$ cat config.mk
export PLATFORM = sky130hd
export DESIGN_NAME = pcm_convert_checksum_envelope_flat
export DESIGN_NICKNAME = d
export VERILOG_FILES = /design/src/pce_pkg.sv /design/src/pce_in_if.sv /design/src/pce_out_if.sv /design/src/pcm_convert_checksum_envelope.sv /design/src/pce_front.sv /design/src/pce_queue.sv /design/src/pce_back.sv /design/src/flat_wrapper.sv
export SDC_FILE = /design/constraint.sdc
export NUM_CORES = 2
export LEC_CHECK = 0
export ABC_AREA = 1
export BUFFER_PORTS_ARGS = -buffer_cell sky130_fd_sc_hd__buf_4
export CAP_MARGIN = 5
export CORE_ASPECT_RATIO = 1.4
export CORE_MARGIN = 3
export CORE_UTILIZATION = 40
export CTS_CLUSTER_DIAMETER = 80
export DETAILED_ROUTE_END_ITERATION = 16
export HOLD_SLACK_MARGIN = 0.06
export PLACE_DENSITY = 0.57
export SLEW_MARGIN = 10
export SYNTH_ARGS = -nofsm -noshare
export SYNTH_HDL_FRONTEND = slang
export SYNTH_SLANG_ARGS = --single-unit
$ cat constraint.sdc
create_clock -name i_clk -period 14.55 [get_ports i_clk]
set_input_delay 0.7275 -clock i_clk [delete_from_list [all_inputs] [get_ports i_clk]]
set_output_delay 0.7275 -clock i_clk [all_outputs]
set_load 0.05 [all_outputs]
$ cat src/pce_pkg.sv
package pce_pkg;

    localparam logic [1:0] CMD_SAMPLE    = 2'd0;
    localparam logic [1:0] CMD_CLR_STATS = 2'd1;
    localparam logic [1:0] CMD_CLR_ENV   = 2'd2;
    localparam logic [1:0] CMD_UNUSED    = 2'd3;

    localparam logic [63:0] HASH_OFFSET = 64'd1469598103934665603;

    localparam int BLK_LOG2    = 9;
    localparam int BLK_SAMPLES = 1 << BLK_LOG2;
    localparam int ENERGY_W    = 40;
    localparam int SQRT_STEPS  = 16;
    localparam int QDEPTH      = 2;

    typedef enum logic [1:0] {
        K_SAMPLE,
        K_CLR_STATS,
        K_CLR_ENV
    } t_kind;

    typedef struct packed {
        t_kind              kind;
        logic signed [15:0] pcm;
        logic               clip;
    } t_entry;

    typedef enum logic [1:0] {
        B_IDLE,
        B_HASH,
        B_SQRT,
        B_EMIT
    } t_bstate;

    typedef struct packed {
        logic pop;
        logic hash_lo;
        logic hash_hi;
        logic sqrt_step;
        logic emit;
    } t_bctl;

    // One FNV-1a round: xor the byte, then multiply by 2^40 + 0x1B3 as shifts and adds.
    function automatic logic [63:0] hash_step(input logic [63:0] h, input logic [7:0] b);
        logic [63:0] x;
        x = h ^ {56'd0, b};
        return (x << 40) + (x << 8) + (x << 7) + (x << 5) + (x << 4) + (x << 1) + x;
    endfunction

endpackage

$ cat src/pce_in_if.sv
interface pce_in_if;
    logic               valid;
    logic               ready;
    logic [1:0]         command;
    logic signed [23:0] sample_in;

    modport source (output valid, command, sample_in, input ready);
    modport sink   (input valid, command, sample_in, output ready);
endinterface

$ cat src/pce_out_if.sv
interface pce_out_if;
    logic               valid;
    logic               ready;
    logic signed [15:0] pcm_out;
    logic               clipped;
    logic               block_done;
    logic [7:0]         block_level;
    logic [11:0]        block_index;
    logic [7:0]         level_peak;
    logic [63:0]        checksum;
    logic [31:0]        sample_count;
    logic [31:0]        clip_count;
    logic [15:0]        abs_max;
    logic [63:0]        square_sum;

    modport source (output valid, pcm_out, clipped, block_done, block_level, block_index,
                    level_peak, checksum, sample_count, clip_count, abs_max, square_sum,
                    input ready);
    modport sink   (input valid, pcm_out, clipped, block_done, block_level, block_index,
                    level_peak, checksum, sample_count, clip_count, abs_max, square_sum,
                    output ready);
endinterface

$ cat src/pcm_convert_checksum_envelope.sv
// PCM converter with running checksum, statistics and a block RMS envelope.
// Input channel i_in carries a command and a signed Q2.22 sample. Command 0
// converts the sample to a rounded, saturated 16-bit value and yields one
// transaction on o_out. Commands 1 (clear statistics) and 2 (start utterance)
// change state only and yield nothing; code 3 is taken and dropped.
// The front converts and classifies in the cycle of acceptance and writes a
// two-entry queue. The back takes one item at a time: an ordinary sample
// passes the two hash rounds and the output load, and a sample that closes
// a 512-sample block also runs the 16 bit-pair square-root iterations
// before the output load. Commands change state on the pop and go no
// further; no new item is popped until the last one is in the output register.
// The result sits in an output register: when the receiver stalls, the back
// holds its finished item and the queue fills, then i_in.ready falls.
// Synchronous reset restores the hash offset, clears the statistics and block
// counters, the envelope state, the queue and the output valid.
module pcm_convert_checksum_envelope (
    input  logic       i_clk,
    input  logic       i_rst_n,
    pce_in_if.sink     i_in,
    pce_out_if.source  o_out
);

    logic            w_push_valid;
    logic            w_push_ready;
    pce_pkg::t_entry w_push_data;
    logic            w_pop_valid;
    logic            w_pop_ready;
    pce_pkg::t_entry w_pop_data;

    pce_front u_front (
        .i_in         (i_in),
        .o_push_valid (w_push_valid),
        .i_push_ready (w_push_ready),
        .o_push_data  (w_push_data)
    );

    pce_queue u_queue (
        .i_clk        (i_clk),
        .i_rst_n      (i_rst_n),
        .i_push_valid (w_push_valid),
        .o_push_ready (w_push_ready),
        .i_push_data  (w_push_data),
        .o_pop_valid  (w_pop_valid),
        .i_pop_ready  (w_pop_ready),
        .o_pop_data   (w_pop_data)
    );

    pce_back u_back (
        .i_clk       (i_clk),
        .i_rst_n     (i_rst_n),
        .i_pop_valid (w_pop_valid),
        .o_pop_ready (w_pop_ready),
        .i_pop_data  (w_pop_data),
        .o_out       (o_out)
    );

`ifndef SYNTHESIS
    a_clip_rails: assert property (@(posedge i_clk) disable iff (!i_rst_n)
        (o_out.valid && o_out.clipped) |->
            (o_out.pcm_out == 16'sh7fff || o_out.pcm_out == 16'sh8000))
        else $error("clipped result is not at a rail");

    a_idle_block: assert property (@(posedge i_clk) disable iff (!i_rst_n)
        (o_out.valid && !o_out.block_done) |->
            (o_out.block_level == 8'd0 && o_out.block_index == 12'd0))
        else $error("block fields set without a completed block");

    a_peak_bound: assert property (@(posedge i_clk) disable iff (!i_rst_n)
        (o_out.valid && o_out.block_done) |-> (o_out.block_level <= o_out.level_peak))
        else $error("block level exceeds utterance peak");

    a_abs_bound: assert property (@(posedge i_clk) disable iff (!i_rst_n)
        o_out.valid |-> (o_out.abs_max <= 16'd32768))
        else $error("absolute peak out of range");
`endif

endmodule

$ cat src/pce_front.sv
module pce_front (
    pce_in_if.sink          i_in,
    output logic            o_push_valid,
    input  logic            i_push_ready,
    output pce_pkg::t_entry o_push_data
);

    logic signed [39:0] w_prod;
    logic signed [17:0] w_floor;
    logic [21:0]        w_rem;
    logic               w_up;
    logic signed [18:0] w_round;

    // Unused command codes are taken and dropped.
    assign i_in.ready   = i_push_ready;
    assign o_push_valid = i_in.valid && (i_in.command != pce_pkg::CMD_UNUSED);

    always_comb begin
        w_prod  = (40'(i_in.sample_in) <<< 15) - 40'(i_in.sample_in);
        w_floor = w_prod[39:22];
        w_rem   = w_prod[21:0];
        // Round half to even on the quotient by 2^22.
        w_up    = (w_rem > 22'h200000) || ((w_rem == 22'h200000) && w_floor[0]);
        w_round = 19'(w_floor) + 19'(w_up);

        o_push_data.pcm  = w_round[15:0];
        o_push_data.clip = 1'b0;
        if (w_round > 19'sd32767) begin
            o_push_data.pcm  = 16'sh7fff;
            o_push_data.clip = 1'b1;
        end else if (w_round < -19'sd32768) begin
            o_push_data.pcm  = 16'sh8000;
            o_push_data.clip = 1'b1;
        end

        case (i_in.command)
            pce_pkg::CMD_SAMPLE:    o_push_data.kind = pce_pkg::K_SAMPLE;
            pce_pkg::CMD_CLR_STATS: o_push_data.kind = pce_pkg::K_CLR_STATS;
            pce_pkg::CMD_CLR_ENV:   o_push_data.kind = pce_pkg::K_CLR_ENV;
            default:                o_push_data.kind = pce_pkg::K_SAMPLE;
        endcase
    end

endmodule

$ cat src/pce_queue.sv
module pce_queue (
    input  logic            i_clk,
    input  logic            i_rst_n,
    input  logic            i_push_valid,
    output logic            o_push_ready,
    input  pce_pkg::t_entry i_push_data,
    output logic            o_pop_valid,
    input  logic            i_pop_ready,
    output pce_pkg::t_entry o_pop_data
);

    localparam int PW = $clog2(pce_pkg::QDEPTH);

    pce_pkg::t_entry r_mem [pce_pkg::QDEPTH];
    logic [PW-1:0]   r_wptr;
    logic [PW-1:0]   r_rptr;
    logic [PW:0]     r_cnt;
    logic            w_push;
    logic            w_pop;

    assign o_push_ready = (r_cnt != (PW+1)'(pce_pkg::QDEPTH));
    assign o_pop_valid  = (r_cnt != '0);
    assign o_pop_data   = r_mem[r_rptr];
    assign w_push       = i_push_valid && o_push_ready;
    assign w_pop        = o_pop_valid && i_pop_ready;

    always_ff @(posedge i_clk) begin
        if (!i_rst_n) begin
            r_wptr <= '0;
            r_rptr <= '0;
            r_cnt  <= '0;
        end else begin
            if (w_push) begin
                r_wptr <= r_wptr + 1'b1;
            end
            if (w_pop) begin
                r_rptr <= r_rptr + 1'b1;
            end
            r_cnt <= r_cnt + (PW+1)'(w_push) - (PW+1)'(w_pop);
        end
    end

    always_ff @(posedge i_clk) begin
        if (w_push) begin
            r_mem[r_wptr] <= i_push_data;
        end
    end

endmodule

$ cat src/pce_back.sv
module pce_back (
    input  logic            i_clk,
    input  logic            i_rst_n,
    input  logic            i_pop_valid,
    output logic            o_pop_ready,
    input  pce_pkg::t_entry i_pop_data,
    pce_out_if.source       o_out
);

    pce_pkg::t_bstate r_state;
    pce_pkg::t_bstate n_state;
    pce_pkg::t_bctl   w_ctl;

    logic [63:0] r_hash;
    logic [31:0] r_count;
    logic [31:0] r_clips;
    logic [15:0] r_peak;
    logic [63:0] r_sqsum;
    logic [pce_pkg::ENERGY_W-1:0] r_energy;
    logic [pce_pkg::BLK_LOG2-1:0] r_pos;
    logic [11:0] r_blocks;
    logic [7:0]  r_envpeak;

    logic signed [15:0] r_pcm;
    logic               r_clip;
    logic               r_done;
    logic [31:0]        r_rad;
    logic [31:0]        r_root;
    logic [31:0]        r_bit;
    logic [3:0]         r_step;

    logic        r_ovalid;
    logic [7:0]  w_level;
    logic [7:0]  w_envpeak;
    logic [16:0] w_mag;
    logic [31:0] w_sq;
    logic [pce_pkg::ENERGY_W-1:0] w_energy;
    logic [31:0] w_trial;
    logic        w_out_free;

    assign w_out_free = !r_ovalid || o_out.ready;

    always_comb begin
        w_mag    = i_pop_data.pcm[15] ? 17'(-17'(i_pop_data.pcm)) : 17'(i_pop_data.pcm);
        w_sq     = 32'(w_mag) * 32'(w_mag);
        w_energy = r_energy + pce_pkg::ENERGY_W'(w_sq);
        w_trial  = r_root + r_bit;
        w_level  = 8'd0;
        if (r_done) begin
            w_level = (r_root[31:4] > 28'd255) ? 8'd255 : r_root[11:4];
        end
        w_envpeak = (w_level > r_envpeak) ? w_level : r_envpeak;
    end

    always_comb begin
        n_state = r_state;
        case (r_state)
            pce_pkg::B_IDLE: begin
                if (i_pop_valid && (i_pop_data.kind == pce_pkg::K_SAMPLE)) begin
                    n_state = pce_pkg::B_HASH;
                end
            end
            pce_pkg::B_HASH: n_state = r_done ? pce_pkg::B_SQRT : pce_pkg::B_EMIT;
            pce_pkg::B_SQRT: begin
                if (r_step == 4'(pce_pkg::SQRT_STEPS - 1)) begin
                    n_state = pce_pkg::B_EMIT;
                end
            end
            pce_pkg::B_EMIT: begin
                if (w_out_free) begin
                    n_state = pce_pkg::B_IDLE;
                end
            end
            default: n_state = pce_pkg::B_IDLE;
        endcase
    end

    always_comb begin
        w_ctl = '0;
        case (r_state)
            pce_pkg::B_IDLE: begin
                w_ctl.pop     = i_pop_valid;
                w_ctl.hash_lo = i_pop_valid && (i_pop_data.kind == pce_pkg::K_SAMPLE);
            end
            pce_pkg::B_HASH: w_ctl.hash_hi = 1'b1;
            pce_pkg::B_SQRT: w_ctl.sqrt_step = 1'b1;
            pce_pkg::B_EMIT: w_ctl.emit = w_out_free;
            default: w_ctl = '0;
        endcase
    end

    assign o_pop_ready = w_ctl.pop;

    always_ff @(posedge i_clk) begin
        if (!i_rst_n) begin
            r_state   <= pce_pkg::B_IDLE;
            r_hash    <= pce_pkg::HASH_OFFSET;
            r_count   <= '0;
            r_clips   <= '0;
            r_peak    <= '0;
            r_sqsum   <= '0;
            r_energy  <= '0;
            r_pos     <= '0;
            r_blocks  <= '0;
            r_envpeak <= '0;
            r_ovalid  <= 1'b0;
        end else begin
            r_state <= n_state;
            if (w_ctl.pop && (i_pop_data.kind == pce_pkg::K_CLR_STATS)) begin
                r_hash  <= pce_pkg::HASH_OFFSET;
                r_count <= '0;
                r_clips <= '0;
                r_peak  <= '0;
                r_sqsum <= '0;
            end
            if (w_ctl.pop && (i_pop_data.kind == pce_pkg::K_CLR_ENV)) begin
                r_energy  <= '0;
                r_pos     <= '0;
                r_blocks  <= '0;
                r_envpeak <= '0;
            end
            if (w_ctl.hash_lo) begin
                r_hash  <= pce_pkg::hash_step(r_hash, i_pop_data.pcm[7:0]);
                r_count <= r_count + 32'd1;
                r_clips <= r_clips + 32'(i_pop_data.clip);
                if (w_mag > 17'(r_peak)) begin
                    r_peak <= w_mag[15:0];
                end
                r_sqsum <= r_sqsum + 64'(w_sq);
                r_pos   <= r_pos + 1'b1;
                if (r_pos == pce_pkg::BLK_LOG2'(pce_pkg::BLK_SAMPLES - 1)) begin
                    r_energy <= '0;
                end else begin
                    r_energy <= w_energy;
                end
            end
            if (w_ctl.hash_hi) begin
                r_hash <= pce_pkg::hash_step(r_hash, r_pcm[15:8]);
            end
            if (w_ctl.emit) begin
                r_envpeak <= w_envpeak;
                if (r_done) begin
                    r_blocks <= r_blocks + 12'd1;
                end
            end
            if (w_ctl.emit) begin
                r_ovalid <= 1'b1;
            end else if (o_out.ready) begin
                r_ovalid <= 1'b0;
            end
        end
    end

    // Datapath for the item in flight and the square-root iterations.
    always_ff @(posedge i_clk) begin
        if (w_ctl.hash_lo) begin
            r_pcm  <= i_pop_data.pcm;
            r_clip <= i_pop_data.clip;
            r_done <= (r_pos == pce_pkg::BLK_LOG2'(pce_pkg::BLK_SAMPLES - 1));
            r_rad  <= 32'(w_energy[pce_pkg::ENERGY_W-1:pce_pkg::BLK_LOG2]);
            r_root <= '0;
            r_bit  <= 32'h4000_0000;
            r_step <= '0;
        end
        if (w_ctl.sqrt_step) begin
            r_step <= r_step + 4'd1;
            r_bit  <= r_bit >> 2;
            if (r_rad >= w_trial) begin
                r_rad  <= r_rad - w_trial;
                r_root <= (r_root >> 1) + r_bit;
            end else begin
                r_root <= r_root >> 1;
            end
        end
        if (w_ctl.emit) begin
            o_out.pcm_out      <= r_pcm;
            o_out.clipped      <= r_clip;
            o_out.block_done   <= r_done;
            o_out.block_level  <= w_level;
            o_out.block_index  <= r_done ? r_blocks : 12'd0;
            o_out.level_peak   <= w_envpeak;
            o_out.checksum     <= r_hash;
            o_out.sample_count <= r_count;
            o_out.clip_count   <= r_clips;
            o_out.abs_max      <= r_peak;
            o_out.square_sum   <= r_sqsum;
        end
    end

    assign o_out.valid = r_ovalid;

endmodule
$ cat src/flat_wrapper.sv
// flat-port wrapper written by rule: the top's interface ports become plain ports
module pcm_convert_checksum_envelope_flat 
  (i_clk, i_rst_n, i_in_valid, i_in_command, i_in_sample_in, i_in_ready, o_out_valid, o_out_pcm_out, o_out_clipped, o_out_block_done, o_out_block_level, o_out_block_index, o_out_level_peak, o_out_checksum, o_out_sample_count, o_out_clip_count, o_out_abs_max, o_out_square_sum, o_out_ready);
  pce_in_if i_in_i ();
  pce_out_if o_out_i ();
  input  logic i_clk;
  input  logic i_rst_n;
  input wire logic [$bits(i_in_i.valid)-1:0] i_in_valid;
  input wire logic [$bits(i_in_i.command)-1:0] i_in_command;
  input wire logic [$bits(i_in_i.sample_in)-1:0] i_in_sample_in;
  output wire logic [$bits(i_in_i.ready)-1:0] i_in_ready;
  output wire logic [$bits(o_out_i.valid)-1:0] o_out_valid;
  output wire logic [$bits(o_out_i.pcm_out)-1:0] o_out_pcm_out;
  output wire logic [$bits(o_out_i.clipped)-1:0] o_out_clipped;
  output wire logic [$bits(o_out_i.block_done)-1:0] o_out_block_done;
  output wire logic [$bits(o_out_i.block_level)-1:0] o_out_block_level;
  output wire logic [$bits(o_out_i.block_index)-1:0] o_out_block_index;
  output wire logic [$bits(o_out_i.level_peak)-1:0] o_out_level_peak;
  output wire logic [$bits(o_out_i.checksum)-1:0] o_out_checksum;
  output wire logic [$bits(o_out_i.sample_count)-1:0] o_out_sample_count;
  output wire logic [$bits(o_out_i.clip_count)-1:0] o_out_clip_count;
  output wire logic [$bits(o_out_i.abs_max)-1:0] o_out_abs_max;
  output wire logic [$bits(o_out_i.square_sum)-1:0] o_out_square_sum;
  input wire logic [$bits(o_out_i.ready)-1:0] o_out_ready;
  assign i_in_i.valid = i_in_valid;
  assign i_in_i.command = i_in_command;
  assign i_in_i.sample_in = i_in_sample_in;
  assign i_in_ready = i_in_i.ready;
  assign o_out_valid = o_out_i.valid;
  assign o_out_pcm_out = o_out_i.pcm_out;
  assign o_out_clipped = o_out_i.clipped;
  assign o_out_block_done = o_out_i.block_done;
  assign o_out_block_level = o_out_i.block_level;
  assign o_out_block_index = o_out_i.block_index;
  assign o_out_level_peak = o_out_i.level_peak;
  assign o_out_checksum = o_out_i.checksum;
  assign o_out_sample_count = o_out_i.sample_count;
  assign o_out_clip_count = o_out_i.clip_count;
  assign o_out_abs_max = o_out_i.abs_max;
  assign o_out_square_sum = o_out_i.square_sum;
  assign o_out_i.ready = o_out_ready;
  pcm_convert_checksum_envelope u_core (.i_clk(i_clk), .i_rst_n(i_rst_n), .i_in(i_in_i), .o_out(o_out_i));
endmodule
## Word level (Yosys, flattened, before mapping)

Memory sizes are Yosys's and may differ from the RTL's. A register that Yosys moved wholly into a read port is not among the register bits.
Index checks and enable logic that the tools add are counted.

- Add/subtract/negate cells: 29
- $mul: 1
- $lt $le $gt $ge: 7
- Eq/ne operators: 15
- Mux-type cells: 53
- Bitwise operators: 2
- Reductions and logical operators: 20

Operators with widths:

| cell | number |
|---|---|
| 64-bit adder | 12 |
| 64-bit two-way mux | 5 |
| 32-bit two-way mux | 9 |
| 64-bit by 8-bit XOR with 64-bit output | 2 |
| 40-bit two-way mux | 3 |
| 64-bit by 32-bit adder with 64-bit output | 1 |
| 29-bit two-way mux | 2 |
| 17-bit two-way mux | 3 |
| 16-bit two-way mux | 3 |
| 40-bit by 32-bit adder with 40-bit output | 1 |
| 8-bit two-way mux | 5 |
| 39-bit by 24-bit subtractor with 40-bit output | 1 |
| 12-bit two-way mux | 3 |
| 31-bit by 31-bit adder with 32-bit output | 1 |
| 32-bit by 1-bit adder with 32-bit output | 1 |
| 32-bit by 1-bit adder with 32-bit output, second input constant | 1 |
| 32-bit by 31-bit adder with 32-bit output | 1 |
| 32-bit greater-or-equal comparator | 1 |
| 17-bit by 17-bit multiplier with 32-bit output | 1 |
| 32-bit subtractor | 1 |
| 28-bit by 8-bit > comparator with 1-bit output, second input constant | 1 |
| 22-bit equality test, second input constant | 1 |
| 22-bit > comparator, second input constant | 1 |
| 18-bit by 2-bit adder with 19-bit output | 1 |
| 29 further kinds | 66 |

- Flip-flop bits (word level): 640
- Memory bits (writable): 38
- Bits of input ports: 30
- Output and inout port bits: 256
- Word-level logic and storage cells: 161
- Memories: 1

Memories:

| name | words | bits a word | rd ports | clocked after memory_dff | wr ports | RTL line | RTL |
|---|---|---|---|---|---|---|---|
| u_core.u_queue.r_mem | 2 | 19 | 1 | 1 | 1 | pce_queue.sv:14 | `pce_pkg::t_entry r_mem [pce_pkg::QDEPTH];` |

## Logic depth before layout (Yosys ltp)

- Depth in word-level cells: 9
- Mapped depth: 54
- Depth with buffers taken out: 53

## By module

From an unflattened synthesis, not the netlist that was laid out.

- Cells, all modules: 8,776
- Area, all modules: 64,195.3 µm²

By module, submodules not included:

| module | times used | cells each | area an instance (µm²) | seq. area each (µm²) |
|---|---|---|---|---|
| pce_back | 1 | 7,991 | 59,383.2 | 15,965.3 |
| pce_front | 1 | 690 | 3,153.0 | 0.0 |
| pce_queue | 1 | 95 | 1,659.1 | 1,241.2 |

## Worst setup path after synthesis

Ideal clock, no wire load.

- Path type: input port to flip-flop
- Start point: input port o_out_ready
- End point: register u_core.u_back.o_out.abs_max[0] (netlist name) (enable)
- Library setup time: 0.717 ns
- Arrival: 8.022 ns
- Required time: 13.833 ns
- Setup slack: 5.811 ns
- Cell stages on the path: 5
- Path buffers: 1
- Cells stage by stage: inv_1 -> nand2_1 -> inv_1 -> nor2_1 -> clkbuf_1

RTL lines:

| element | RTL line | RTL |
|---|---|---|
| from (decl) | flat_wrapper.sv:24 | `input wire logic [$bits(o_out_i.ready)-1:0] o_out_ready;` |
| to (signal assigned) | pce_back.sv:185 | `o_out.abs_max <= r_peak;` |
| to (decl) | pce_out_if.sv:17 | `level_peak, checksum, sample_count, clip_count, abs_max, square_sum,` |

==> results_dict.tcl <==
set metrics [dict create \
    netlist_top_cells_area "edfxtp_1 18%, fa_1 17%, nand2_1 10%" \
    h-tree-depth 3 \
    crit_type "reg -> reg" \
    critPathTopFamily "adder cells" \
    syn_avg_cell_area_um2 7.86 \
    root_buffer "clkbuf_16" \
    finalNetCount 9155 \
    cts_tree "built" \
    dp_hpwl_um 192000 \
    endpoint_kind "flop" \
    period_minus_slack_ns 11.51 \
    critPathBufInv 10 \
    grt_pass1_wl_um 352000 \
    numCtsBuffers 77 \
    drive_above_1_share_pct 7.97 \
    status "finished, final reports clean" \
    max_freq_mhz 86.9 \
    synth_compound_area_share_pct 12.1 \
    routed_wl_um 236000 \
    relSlewSlack_pct 10.6 \
    synth_top_area_share_pct 17.6 \
    clock-skew-final_ns 0.0736 \
    dpl_cell_area_mm2 0.0664 \
    finalSetupViolCount 0 \
    clock_sinks 679 \
    synth.area.mux_share_pct 0.0324 \
    rsz0062_at_grt "false" \
    die_h_um 471 \
    start_util_pct 40.5 \
    synth_edf_count 361 \
    ys_ff_latch 679 \
    critical-path-max-stage-delay_ns 0.86 \
    num_rows 169 \
    via_count 55400 \
    finalMaxSlewViolations 0 \
    ios 286 \
    synth.most_common_cell "nand2_1" \
    hold_viol_final 0 \
    worst_path_max_delay_cell "dfxtp_1" \
    synth_cells 7847 \
    maxCapViolations 0 \
    cp.arrival_ns 12.10 \
    drt_pass1_iterations 8 \
    grt_util_all_layers_pct 29.6 \
    ys.flop_type "edfxtp_1" \
    post-cts-setup-buffers 0 \
    grt_pass1_vias 56000 \
    min_from "u_core.u_back.r_pcm[1]" \
    die_x_um 338 \
    clock_latency_ns 0.73 \
    core_area_mm2 0.152 \
    wl_per_cell_um 23.0 \
    synth_top_family_by_area "adder cells" \
    async_flop_share_pct 0 \
    cp.required_ns 15.14 \
    synthToLayoutAreaGrowth_pct 11.8 \
    layout_setup_ws_ns 3.04 \
    setup_tns_ns 0 \
    yosysWarningCount 0 \
    synthXorXnorAreaFrac_pct 2.82 \
    worst_hold_path_type "reg -> reg" \
    synth_top_area_cell "edfxtp_1" \
    start_kind "flop" \
    synthAdderAreaFrac_pct 26.0 \
    ys_seq_area_share_pct 27.9 \
    dp_slack_ns 3.19 \
    grt_remaining_overflow 0 \
    clk_path_buf_depth 3 \
    grt_max_degree 142 \
    ant_nets 0 \
    finalInstanceArea_mm2 0.0690 \
    yosys.cell_types.count 69 \
    cp_max_fo 20 \
    drt-initial-drc-count 4203 \
    nFillCells 15300 \
    gp_congestion 1.04 \
    tightest_slew_ns 1.33 \
    port_buffers 285 \
    synth_common_cells "1708 x nand2_1, 1233 x inv_1, 662 x nor2_1" \
    post_drt_via_cell_ratio 5.40 \
    cts_resized 0 \
    drc_errors 0 \
    antenna_found_initial 14 \
    yosys.area_share.simple_pct 22.6 \
    syn_area_mm2 0.0617 \
    min_period_over_period_pct 79.1 \
    ctsHoldBuffers 0 \
    path_clk_slew_ns 0.06 \
    dieArea_mm2 0.159 \
]
==> routing by layer <==
metal | vias up | GRT usage, % | part of all wire, %
li1 | 26300 | - | -
met1 | 26900 | 35.2 | 39
met2 | 1783 | 50.9 | 49
met3 | 474 | 3.41 | 5.1
met4 | 2 | 18.2 | 7.3
met5 | - | 0 | 0.0080
==> state kept, by name (all words and copies together), names as in the netlist, 32 cells and up, named ones only <==
register,flops
u_core.u_back.o_out.checksum,64
u_core.u_back.o_out.square_sum,64
u_core.u_back.r_hash,64
u_core.u_back.r_sqsum,64
u_core.u_back.r_energy,40
u_core.u_queue.r_mem,38
u_core.u_back.o_out.clip_count,32
u_core.u_back.o_out.sample_count,32
u_core.u_back.r_clips,32
u_core.u_back.r_count,32
u_core.u_back.r_rad,32
u_core.u_back.r_root,32
==> kinds of logic (layout without fill, tap and decap cells) <==
group / Yosys count / in the layout
xor gates and xnor gates: 198 / 198
AOI/OAI and AO/OA: 1339 / 1339
buffers and inverters: 1397 / 1735
adders and majority gates: 973 / 973
other: 2 / 37
DFF: 679 / 679
and+or+nand+nor: 3257 / 3257
muxes: 2 / 2
==> final timing paths <==
check | to | slack (ns) | depth (start not counted)
worst max-delay path | u_core.u_back.r_sqsum[51] | 3.04 | 48
worst min-delay path | u_core.u_back.o_out.pcm_out[1] | 0.42 | 0
worst max register to register | u_core.u_back.r_sqsum[51] | 3.04 | 48
worst min register to register | u_core.u_back.o_out.pcm_out[1] | 0.42 | 0
==> cell type report <==
type | count | area [um^2] | area share [%]
multi-input cells | 5803 | 39300 | 57.0
flip-flops and latches | 679 | 17200 | 24.9
inverters | 1255 | 4720 | 6.85
well taps | 2052 | 2570 | 3.72
repair buffers | 336 | 2530 | 3.68
clock buffers | 91 | 2060 | 2.99
clock inverters | 53 | 549 | 0.796
diodes | 3 | 7.51 | 0.0109
==> stage by stage <==
stage,hold slack [ns],util [%],std cells
detailed placement,0.405,43.5,10100
finish,0.419,45.2,10300
global route,0.425,45.2,10300
CTS,0.416,45.2,10300
floorplan,0.400,-,7879
global placement,0.404,43.5,10100
==> layout by cell type, fill, tap and decap left out, drive strengths merged, types with 75 or more instances in the layout <==
cell type  count
xor2         123
buf          336
clkbuf        91
edfxtp       361
inv         1266
nor3          94
nand2       1757
dfxtp        318
xnor2         75
ha           461
fa           512
a21oi        598
o21ai        457
nand3        469
nand4        115
nor2         696
==> worst reg2reg max path: cells and delay by family (launching register included) <==
family | cells | cell delay (ns)
buf+inv | 10 | 1.63
compound gates | 7 | 1.18
xor+xnor | 1 | 0.45
fa+ha+maj | 9 | 3.97
flops | 1 | 0.86
simple gates | 21 | 3.35
Power is not shown: default switching activity piles up to over one toggle a cycle in this logic, so the estimate is an artifact.
